## config.mk

```make
export PLATFORM = sky130hd
export DESIGN_NAME = lru_key_value_cache_flat
export DESIGN_NICKNAME = d
export VERILOG_FILES = /design/src/rtl/core/lkv_pkg.sv /design/src/rtl/core/lkv_intf.sv /design/src/rtl/core/lkv_cell.sv /design/src/rtl/core/lru_key_value_cache.sv /design/src/flat_wrapper.sv
export VERILOG_INCLUDE_DIRS = /design/src /design/src/rtl/core
export SDC_FILE = /design/constraint.sdc
export NUM_CORES = 2
export LEC_CHECK = 0
export ABC_AREA = 0
export BUFFER_PORTS_ARGS = -buffer_cell sky130_fd_sc_hd__buf_4
export CELL_PAD_IN_SITES_DETAIL_PLACEMENT = 0
export CELL_PAD_IN_SITES_GLOBAL_PLACEMENT = 2
export CORE_UTILIZATION = 50
export CTS_CLUSTER_DIAMETER = 150
export DETAILED_ROUTE_END_ITERATION = 8
export MAX_ROUTING_LAYER = met4
export PLACE_DENSITY_LB_ADDON = 0.15
export SLEW_MARGIN = 15
export SYNTH_ARGS = -nofsm -noshare
export SYNTH_HDL_FRONTEND = slang
export SYNTH_SLANG_ARGS = --single-unit
```

## constraint.sdc

```tcl
create_clock -name clk -period 21.9 [get_ports clk]
set_clock_uncertainty 0.2 [all_clocks]
set_input_delay 1.095 -clock clk [delete_from_list [all_inputs] [get_ports clk]]
set_output_delay 1.095 -clock clk [all_outputs]
set_load 0.01 [all_outputs]
```

## src/rtl/core/assert_macros.svh

```systemverilog
// Assertion macros for the LRU key-value cache.
// Included by the top level; no other dependencies.
`ifndef ASSERT_MACROS_SVH
`define ASSERT_MACROS_SVH

// check under reset gating
`define LKV_ASSERT(lbl, clk, rst, prop) \
  lbl: assert property (@(posedge clk) disable iff (rst) (prop)) \
    else $error("lkv assertion failed");

// check on every edge, reset included
`define LKV_ASSERT_ALWAYS(lbl, clk, prop) \
  lbl: assert property (@(posedge clk) (prop)) \
    else $error("lkv assertion failed");

`endif

```

## src/rtl/core/lkv_pkg.sv

```systemverilog
// Shared constants and the cell control type of the LRU key-value cache.
// No dependencies.
package lkv_pkg;

  localparam int DATA_W   = 32;
  localparam int KEY_IN_W = 32;
  localparam int CAP_W    = 7;
  localparam int CAP_RST  = 64;

  typedef struct packed {
    logic cmp;
    logic upd;
    logic shift;
    logic keep;
  } cell_ctrl_t;

endpackage

```

## src/rtl/core/lkv_intf.sv

```systemverilog
// Request, response and configuration channels of the LRU key-value cache.
// Depends on lkv_pkg.
interface lkv_req_if;
  import lkv_pkg::*;
  logic                       valid;
  logic                       ready;
  logic                       mode;
  logic signed [KEY_IN_W-1:0] key;
  logic signed [DATA_W-1:0]   value;
  modport source (output valid, mode, key, value, input ready);
  modport sink (input valid, mode, key, value, output ready);
endinterface

interface lkv_rsp_if;
  import lkv_pkg::*;
  logic                     valid;
  logic                     ready;
  logic                     hit;
  logic signed [DATA_W-1:0] read_value;
  modport source (output valid, hit, read_value, input ready);
  modport sink (input valid, hit, read_value, output ready);
endinterface

interface lkv_cfg_if;
  import lkv_pkg::*;
  logic             valid;
  logic             ready;
  logic [CAP_W-1:0] data;
  modport source (output valid, data, input ready);
  modport sink (input valid, data, output ready);
endinterface

```

## src/rtl/core/lkv_cell.sv

```systemverilog
// One position of the recency-ordered entry row: key, value, valid, match.
// Depends on lkv_pkg.
module lkv_cell #(
  parameter int KEY_BITS = 32
) (
  input  logic                       clk,
  input  logic                       rst,
  input  lkv_pkg::cell_ctrl_t        ctrl,
  input  logic [KEY_BITS-1:0]        left_key,
  input  logic [lkv_pkg::DATA_W-1:0] left_value,
  input  logic [KEY_BITS-1:0]        req_key,
  output logic [KEY_BITS-1:0]        key,
  output logic [lkv_pkg::DATA_W-1:0] value,
  output logic                       match
);
  import lkv_pkg::*;

  logic valid;

  always_ff @(posedge clk) begin
    if (rst) begin
      valid <= 1'b0;
      match <= 1'b0;
    end else begin
      if (ctrl.cmp) begin
        match <= valid && (key == req_key);
      end
      if (ctrl.upd) begin
        valid <= ctrl.keep;
      end
    end
  end

  // advance neighbor entry one place toward the tail
  always_ff @(posedge clk) begin
    if (ctrl.shift) begin
      key   <= left_key;
      value <= left_value;
    end
  end

endmodule

```

## src/rtl/core/lru_key_value_cache.sv

```systemverilog
// Channel  Role    Payload                     Handshake
// req      sink    mode, key, value            valid/ready
// rsp      source  hit, read_value             valid/ready
// cfg      sink    data (capacity)             valid/ready, ready always high
// A request goes through accept, compare in every cell and update of the row, in that order.
// The row shift and the one-hot readout of the cell matches take place in the update.
// A get stays in update while the result register is full and not taken.
// Reset clears the cell valid bits and occupancy and
// restores the capacity to its reset value.
// Top level of the LRU key-value cache; depends on lkv_pkg, lkv_intf, lkv_cell
// and assert_macros.svh.
module lru_key_value_cache #(
  parameter int ENTRIES  = 64,
  parameter int KEY_BITS = 32
) (
  input logic      clk,
  input logic      rst,
  lkv_req_if.sink  req,
  lkv_rsp_if.source rsp,
  lkv_cfg_if.sink  cfg
);
  import lkv_pkg::*;

  localparam int CW      = $clog2(ENTRIES + 1);
  localparam int IW      = (ENTRIES > 1) ? $clog2(ENTRIES) : 1;
  localparam int LW      = (CW > CAP_W) ? CW : CAP_W;
  localparam int LIM_RST = (CAP_RST > ENTRIES) ? ENTRIES : CAP_RST;

  typedef enum logic [2:0] {
    ST_IDLE = 3'b001,
    ST_LOOK = 3'b010,
    ST_UPD  = 3'b100
  } state_t;

  state_t              state;
  logic                req_mode;
  logic [KEY_BITS-1:0] req_key;
  logic [DATA_W-1:0]   req_value;
  logic [CW-1:0]       count;
  logic [CW-1:0]       count_next;
  logic [CW-1:0]       count_dec;
  logic [CW-1:0]       count_inc;
  logic [CW-1:0]       lim;
  logic [LW-1:0]       cap_ext;
  logic                rsp_valid;
  logic                rsp_hit;
  logic [DATA_W-1:0]   rsp_value;

  logic [KEY_BITS-1:0] key_arr [ENTRIES];
  logic [DATA_W-1:0]   val_arr [ENTRIES];
  logic [ENTRIES-1:0]  match_vec;
  cell_ctrl_t          ctrl [ENTRIES];

  logic                hit;
  logic [IW-1:0]       hit_pos;
  logic [DATA_W-1:0]   hit_val;
  logic [DATA_W-1:0]   front_value;
  logic                out_free;
  logic                advance;

  assign req.ready      = (state == ST_IDLE);
  assign cfg.ready      = 1'b1;
  assign rsp.valid      = rsp_valid;
  assign rsp.hit        = rsp_hit;
  assign rsp.read_value = rsp_value;

  assign hit         = |match_vec;
  assign out_free    = !rsp_valid || rsp.ready;
  assign advance     = (state == ST_UPD) && (req_mode || out_free);
  assign front_value = req_mode ? req_value : hit_val;
  assign cap_ext     = LW'(cfg.data);

  always_comb begin
    hit_val = '0;
    hit_pos = '0;
    for (int i = 0; i < ENTRIES; i++) begin
      if (match_vec[i]) begin
        hit_val = hit_val | val_arr[i];
        hit_pos = hit_pos | IW'(i);
      end
    end
  end

  always_comb begin
    count_dec  = count - CW'(1);
    count_inc  = count + CW'(1);
    count_next = count;
    if (req_mode) begin
      if (hit) begin
        count_next = (count_dec >= lim) ? count_dec : count;
      end else begin
        count_next = (count >= lim) ? count : count_inc;
      end
    end
  end

  always_ff @(posedge clk) begin
    if (rst) begin
      state     <= ST_IDLE;
      count     <= '0;
      lim       <= CW'(LIM_RST);
      rsp_valid <= 1'b0;
    end else begin
      unique case (state)
        ST_IDLE: begin
          if (req.valid) begin
            state <= ST_LOOK;
          end
        end
        ST_LOOK: begin
          state <= ST_UPD;
        end
        ST_UPD: begin
          if (advance) begin
            state <= ST_IDLE;
          end
        end
        default: begin
          state <= ST_IDLE;
        end
      endcase
      if (advance) begin
        count <= count_next;
      end
      if (cfg.valid) begin
        if (cap_ext == '0) begin
          lim <= CW'(1);
        end else if (cap_ext > LW'(ENTRIES)) begin
          lim <= CW'(ENTRIES);
        end else begin
          lim <= CW'(cap_ext);
        end
      end
      if (rsp_valid && rsp.ready) begin
        rsp_valid <= 1'b0;
      end
      if (advance && !req_mode) begin
        rsp_valid <= 1'b1;
      end
    end
  end

  // capture request payload and the result
  always_ff @(posedge clk) begin
    if (req.valid && req.ready) begin
      req_mode  <= req.mode;
      req_key   <= KEY_BITS'(req.key);
      req_value <= req.value;
    end
    if (advance && !req_mode) begin
      rsp_hit   <= hit;
      rsp_value <= hit ? hit_val : '1;
    end
  end

  for (genvar i = 0; i < ENTRIES; i++) begin : g_row
    localparam logic [IW-1:0] POS = IW'(i);

    assign ctrl[i].cmp   = (state == ST_LOOK);
    assign ctrl[i].upd   = advance;
    assign ctrl[i].shift = advance && ((req_mode && !hit) || (hit && (POS <= hit_pos)));
    assign ctrl[i].keep  = (CW'(i) < count_next);

    if (i == 0) begin : g_head
      lkv_cell #(
        .KEY_BITS (KEY_BITS)
      ) u_cell (
        .clk        (clk),
        .rst        (rst),
        .ctrl       (ctrl[i]),
        .left_key   (req_key),
        .left_value (front_value),
        .req_key    (req_key),
        .key        (key_arr[i]),
        .value      (val_arr[i]),
        .match      (match_vec[i])
      );
    end else begin : g_body
      lkv_cell #(
        .KEY_BITS (KEY_BITS)
      ) u_cell (
        .clk        (clk),
        .rst        (rst),
        .ctrl       (ctrl[i]),
        .left_key   (key_arr[i-1]),
        .left_value (val_arr[i-1]),
        .req_key    (req_key),
        .key        (key_arr[i]),
        .value      (val_arr[i]),
        .match      (match_vec[i])
      );
    end
  end

`include "assert_macros.svh"

  `LKV_ASSERT(a_unique_match, clk, rst, (state == ST_UPD) |-> $onehot0(match_vec))
  `LKV_ASSERT(a_count_bound, clk, rst, (count <= CW'(ENTRIES)) && (lim != '0))
  `LKV_ASSERT(a_accept_look, clk, rst, (req.valid && req.ready) |=> (state == ST_LOOK))
  `LKV_ASSERT_ALWAYS(a_miss_value, clk, (rsp_valid && !rsp_hit) |-> (rsp_value == '1))

endmodule

```

## src/flat_wrapper.sv

```systemverilog
// flat-port wrapper written by rule: the top's interface ports become plain ports
module lru_key_value_cache_flat import lkv_pkg::*;
#(
  parameter int ENTRIES  = 64,
  parameter int KEY_BITS = 32
)
  (clk, rst, req_valid, req_mode, req_key, req_value, req_ready, rsp_valid, rsp_hit, rsp_read_value, rsp_ready, cfg_valid, cfg_data, cfg_ready);
  lkv_req_if req_i ();
  lkv_rsp_if rsp_i ();
  lkv_cfg_if cfg_i ();
  input logic clk;
  input logic rst;
  input wire logic [$bits(req_i.valid)-1:0] req_valid;
  input wire logic [$bits(req_i.mode)-1:0] req_mode;
  input wire logic [$bits(req_i.key)-1:0] req_key;
  input wire logic [$bits(req_i.value)-1:0] req_value;
  output wire logic [$bits(req_i.ready)-1:0] req_ready;
  output wire logic [$bits(rsp_i.valid)-1:0] rsp_valid;
  output wire logic [$bits(rsp_i.hit)-1:0] rsp_hit;
  output wire logic [$bits(rsp_i.read_value)-1:0] rsp_read_value;
  input wire logic [$bits(rsp_i.ready)-1:0] rsp_ready;
  input wire logic [$bits(cfg_i.valid)-1:0] cfg_valid;
  input wire logic [$bits(cfg_i.data)-1:0] cfg_data;
  output wire logic [$bits(cfg_i.ready)-1:0] cfg_ready;
  assign req_i.valid = req_valid;
  assign req_i.mode = req_mode;
  assign req_i.key = req_key;
  assign req_i.value = req_value;
  assign req_ready = req_i.ready;
  assign rsp_valid = rsp_i.valid;
  assign rsp_hit = rsp_i.hit;
  assign rsp_read_value = rsp_i.read_value;
  assign rsp_i.ready = rsp_ready;
  assign cfg_i.valid = cfg_valid;
  assign cfg_i.data = cfg_data;
  assign cfg_ready = cfg_i.ready;
  lru_key_value_cache #(.ENTRIES(ENTRIES), .KEY_BITS(KEY_BITS)) u_core (.clk(clk), .rst(rst), .req(req_i), .rsp(rsp_i), .cfg(cfg_i));
endmodule
```

======== Word-level counts from Yosys, hierarchy flattened ========
Index checks and enable logic that the tools add are counted.
cells by class
  bitwise operators ....................... 63
  $lt $le $gt $ge ......................... 131
  multiplexer cells ....................... 412
  add/sub/neg operators ................... 2
  reduce and logical (&&, ||, !) cells .... 273
  equal/unequal tests ..................... 69
operator list
  cell                  number
  $mux W32              65
  $eq A32 B32 Y1        64
  $or A32 B32 Y32       63
  $mux W1               261
  $lt A6 B7 Y1 const A  32
  $logic_and A1 B1 Y1   197
  $le A6 B6 Y1 const A  32
  $mux W6               32
  $lt A5 B7 Y1 const A  16
  $mux W7               16
  $le A5 B6 Y1 const A  16
  $mux W5               16
  $logic_or A1 B1 Y1    66
  $reduce_or A64 Y1     1
  $lt A4 B7 Y1 const A  8
  $le A4 B6 Y1 const A  8
  $mux W3               11
  $mux W4               8
  $lt A3 B7 Y1 const A  4
  $le A3 B6 Y1 const A  4
  $ge A7 B7 Y1          2
  $lt A1 B7 Y1 const A  2
  $lt A2 B7 Y1 const A  2
  $le A1 B6 Y1 const A  2
  16 further kinds      22
word-level totals
  output and inout port bits .............. 36
  input bits .............................. 77
  word-level logic and storage cells ...... 1,215
  flip-flop bits (word level) ............. 4,340

======== Longest topological paths before layout ========
  word-level depth ........................ 128
  depth in mapped cells ................... 16
  gate-level depth less buffers ........... 13

======== Cells and area by module ========
From an unflattened synthesis, not the netlist that was laid out.
unflattened totals
  cells, all modules ...................... 9,613
  area total of the unflattened synthesis .. 167,107.8 µm²
modules (own cells, without submodules)
  module               cells an instance  times used  seq. area each (µm²)  area an instance (µm²)
  lkv_cell             115                64          1,961.9               2,339.7
  lru_key_value_cache  2,253              1           3,303.2               17,364.2

======== Least setup slack after synthesis ========
No wires, ideal clock.
  path type ............................... reg-to-reg
  from .................................... register u_core.g_row[21].g_body.u_cell.match
  to ...................................... register u_core.g_row[43].g_body.u_cell.key[0], enable pin
  data arrival time ....................... 9.341 ns
  path slack .............................. 11.653 ns
  data required time ...................... 20.994 ns
  path buffers ............................ 2
  clock period less this slack ............ 10.247 ns
  cell stages (with the launch flop) ...... 8
  path through ............................ dfxtp_1 -> clkbuf_1 -> or4_1 -> or4_1 -> nor3_1 -> clkbuf_1 -> nand2_1 -> o311ai_0
RTL lines
  what                    line            source
  from (decl)             lkv_cell.sv:14  output logic match
  from (signal assigned)  lkv_cell.sv:26  match <= valid && (key == req_key);
  to (signal assigned)    lkv_cell.sv:37  key <= left_key;
  to (decl)               lkv_cell.sv:12  output logic [KEY_BITS-1:0] key,

==> flow_metrics.tcl <==
set metrics [dict create \
    run_status "finished, final reports clean" \
    design.core.area_um2 334000 \
    detailed_place_hpwl_um 419000 \
    final_nets 10000 \
    max_clock_freq_mhz 118 \
    routed_via_density 7.07 \
    worst_hold_path.num_cells 1 \
    period_minus_slack_ns 8.48 \
    synth_common_cells "4,194 x sky130_fd_sc_hd__edfxtp_1, 1,247 x sky130_fd_sc_hd__xor2_1, 788 x sky130_fd_sc_hd__xnor2_1, 514 x sky130_fd_sc_hd__a221oi_1, 514 x sky130_fd_sc_hd__a22o_1" \
    final_min_period_over_clock_period 0.387 \
    area_used_by_sequential_logic_in_the_layout_um2 129000 \
    wire_length_of_the_first_global_routing_pass_um 896000 \
    routedWlPerCell_um 46.2 \
    cts.htree.levels 5 \
    area_enclosed_by_the_die_boundary_um2 338000 \
    drt_first_pass_iters 8 \
    final-setup-viol-count 0 \
    initial_core_util 0.503 \
    die_y_um 581 \
    setup.worst_path.end_class "register" \
    setup-tns-final_ns 0 \
    global_route.usage.total 0.408 \
    clk_path_buf_depth 4 \
    timing.max_slew.rel_slack 0.114 \
    post_cts_setup_bufs 0 \
    pin_count_of_the_biggest_net_entering_global_routing 126 \
    setup_ws_ns 13.42 \
    antenna_found_initial 42 \
    total_power_uw 17300 \
    post_synthesis_average_cell_area_um2 17.5 \
    timing.final.hold_violations 0 \
    cts_root_buffer "sky130_fd_sc_hd__clkbuf_16" \
    drt-total-wl_um 680000 \
    tightestPinTransition_ns 1.33 \
    max_rail_drop_vdd_mv 0.0856 \
    io_pins 113 \
    synth-edff-count 4194 \
    cap_viol_max_count 0 \
    synth_seq_area_share 0.768 \
    synthesis_stage_register_bit_count 4339 \
    layout-area-overhead-vs-synth_pct 13.5 \
    finalWeightedCongestion 0.993 \
    nFillCells 25500 \
    multiInputGateArea_um2 37400 \
    synthDistinctLibCells 75 \
    worst_ep_arrival_time_ns 8.89 \
    p_per_area_nw_per_um2 90.7 \
    drc 0 \
    worst_case_register_to_register_setup_slack_ns 13.42 \
    grt_setup_unrepaired "false" \
    crit_fanout 45 \
    cts_resized 0 \
    clock_tree_from_tritoncts "yes" \
    die_width_um 581 \
    min_delay_worst_type "input pin to register" \
    yosys_warnings 0 \
    synth.top_cells.by_area "sky130_fd_sc_hd__edfxtp_1 75%, sky130_fd_sc_hd__xor2_1 6.5%, sky130_fd_sc_hd__xnor2_1 4.1%" \
    pre_cts_ws_ns 13.91 \
    number_of_buffers_inserted_during_clock_tree_synthesis 445 \
    post_synth_instance_area_um2 168000 \
    crit_type "register to register" \
    timing.critical_path.required_ns 22.31 \
    drt_iter0_drc 19600 \
    port_buffers 111 \
    overflow 0 \
    rr_endpoint "u_core.g_row[61].g_body.u_cell.key[2]" \
    worstHoldStart "req_value[12]" \
    vias 104000 \
    post_synth_inst_count 9592 \
    startpoint_type "register" \
    syn-num-nets 9685 \
    first_global_vias 99200 \
    clk-insertion-delay-late_ns 1.05 \
    layout-drive-gt1-share 0.123 \
    hold_path_end "u_core.req_value[12]" \
    synthDominantAreaCellType "sky130_fd_sc_hd__edfxtp_1" \
    share_of_the_synthesized_area_in_the_top_cell_type 0.751 \
    cts_sinks 4339 \
    path_depth_of_the_worst_reg2reg_path 15 \
    yosys.cell_count.top_type "sky130_fd_sc_hd__edfxtp_1" \
    clk_pin_slew_ns 0.06 \
    worstReg2RegStart "u_core.g_row[50].g_body.u_cell.match" \
    async_flop_share 0 \
    std_cell_rows 212 \
    power.leakage_uw 0.0570 \
    detail_route_antenna_nets 0 \
    ys.flop_type "sky130_fd_sc_hd__edfxtp_1" \
    maxSlewViolCount 0 \
]
per-stage QoR:
stage,hold WS [ns],util,instances,area [µm²]
after detailed placement,0.234,0.526,13800,175000
after floorplan,0.223,-,9592,168000
after CTS,0.00193,0.570,14700,190000
after global placement,0.229,0.526,13800,175000
after global routing,0.0367,0.571,14700,190000
final,0.0320,0.571,14700,190000
power breakdown:
| group | total, µW | internal (µW) | switching (µW) |
|---|---|---|---|
| Combinational | 527 | 171 | 356 |
| Sequential | 8990 | 8980 | 13.0 |
| Clock | 7760 | 4390 | 3370 |
registers in the layout (all words and copies together), names as in the netlist, 3 cells and up:
name / count
u_core.state: 3
u_core.g_row.g_head.u_cell.key: 32
u_core.g_row.g_body.u_cell.valid: 63
u_core.req_value: 32
u_core.req_key: 32
u_core.g_row.g_head.u_cell.value: 32
u_core.lim: 7
u_core.g_row.g_body.u_cell.match: 63
u_core.g_row.g_body.u_cell.key: 2016
u_core.rsp.read_value: 32
u_core.count: 6
u_core.g_row.g_body.u_cell.value: 2016
cell families after synthesis:
group | Yosys count | share of synthesized area
compound gates | 1312 | 0.0642
xor+xnor | 2036 | 0.106
fa+ha+maj | 16 | 0.00119
buf+inv | 598 | 0.0137
flops | 4339 | 0.768
mux | 33 | 0.00221
other cells | 1 | 0.0000224
simple gates | 1257 | 0.0444
worst max path at each step:
stage	start	end	slack [ns]	cells after the start
floorplan	u_core.g_row[21].g_body.u_cell.match	u_core.g_row[43].g_body.u_cell.key[0]	11.65	7
global placement	u_core.g_row[50].g_body.u_cell.match	u_core.g_row[61].g_body.u_cell.key[25]	14.03	16
detailed placement	u_core.g_row[50].g_body.u_cell.match	u_core.g_row[61].g_body.u_cell.key[4]	13.91	16
CTS	u_core.g_row[50].g_body.u_cell.match	u_core.g_row[61].g_body.u_cell.key[13]	13.91	16
global route	u_core.g_row[50].g_body.u_cell.match	u_core.g_row[61].g_body.u_cell.key[13]	13.59	15
finish	u_core.g_row[50].g_body.u_cell.match	u_core.g_row[61].g_body.u_cell.key[2]	13.42	15
cells in the final DEF, fill, tap and decap left out, types with 50 or more instances in the layout:
cell	netlist	final
sky130_fd_sc_hd__a22o_1	514	514
sky130_fd_sc_hd__a221oi_1	514	514
sky130_fd_sc_hd__clkinv_2	0	95
sky130_fd_sc_hd__nand2_1	150	148
sky130_fd_sc_hd__o21ai_0	105	98
sky130_fd_sc_hd__dfxtp_1	145	81
sky130_fd_sc_hd__nor2_1	65	50
sky130_fd_sc_hd__xnor2_1	788	788
sky130_fd_sc_hd__xor2_1	1247	1247
sky130_fd_sc_hd__clkbuf_16	0	456
sky130_fd_sc_hd__clkbuf_1	440	79
sky130_fd_sc_hd__clkinv_1	0	100
sky130_fd_sc_hd__nor4_1	388	386
sky130_fd_sc_hd__edfxtp_1	4194	4194
sky130_fd_sc_hd__nand4_1	444	444
sky130_fd_sc_hd__buf_4	2	389
layer usage:
layer  global-route usage  vias up  share of wire
li1                     -    38700              -
met1                0.527    53500           0.37
met2                0.583     9525           0.43
met3                0.122     2302           0.13
met4                0.212        0          0.067
met5                    -        -              0
critical path, cell delays in order (launching register included):
cell and delay, ns:
sky130_fd_sc_hd__dfxtp_4 0.67, sky130_fd_sc_hd__nor4_1 1.03, sky130_fd_sc_hd__nand2_1 0.30, sky130_fd_sc_hd__or4_1 0.71, sky130_fd_sc_hd__nor2_8 0.28, sky130_fd_sc_hd__clkinv_2 0.20
sky130_fd_sc_hd__o21ai_0 0.12, sky130_fd_sc_hd__nand2_1 0.71, sky130_fd_sc_hd__inv_4 0.70, sky130_fd_sc_hd__o21ai_1 0.16, sky130_fd_sc_hd__buf_4 0.24, sky130_fd_sc_hd__inv_4 0.60
sky130_fd_sc_hd__a21oi_1 0.23, sky130_fd_sc_hd__o22ai_4 0.71, sky130_fd_sc_hd__buf_4 0.41, sky130_fd_sc_hd__buf_4 0.71
area by class of cell:
type,instances,share of cell area
clock inverter,289,0.0152
inverter,42,0.000907
sequential,4339,0.678
tap,4387,0.0288
antenna,34,0.000447
multi-input combinational,4655,0.196
timing repair buffer,425,0.0190
clock buffer,541,0.0619
repair_timing:
item	4_1_cts	5_1_grt
setup endpoints to repair	0	0
hold buffers	5	0
endpoints found under the hold margin	5	0
Note: power is estimated with default switching activity, not from simulation.
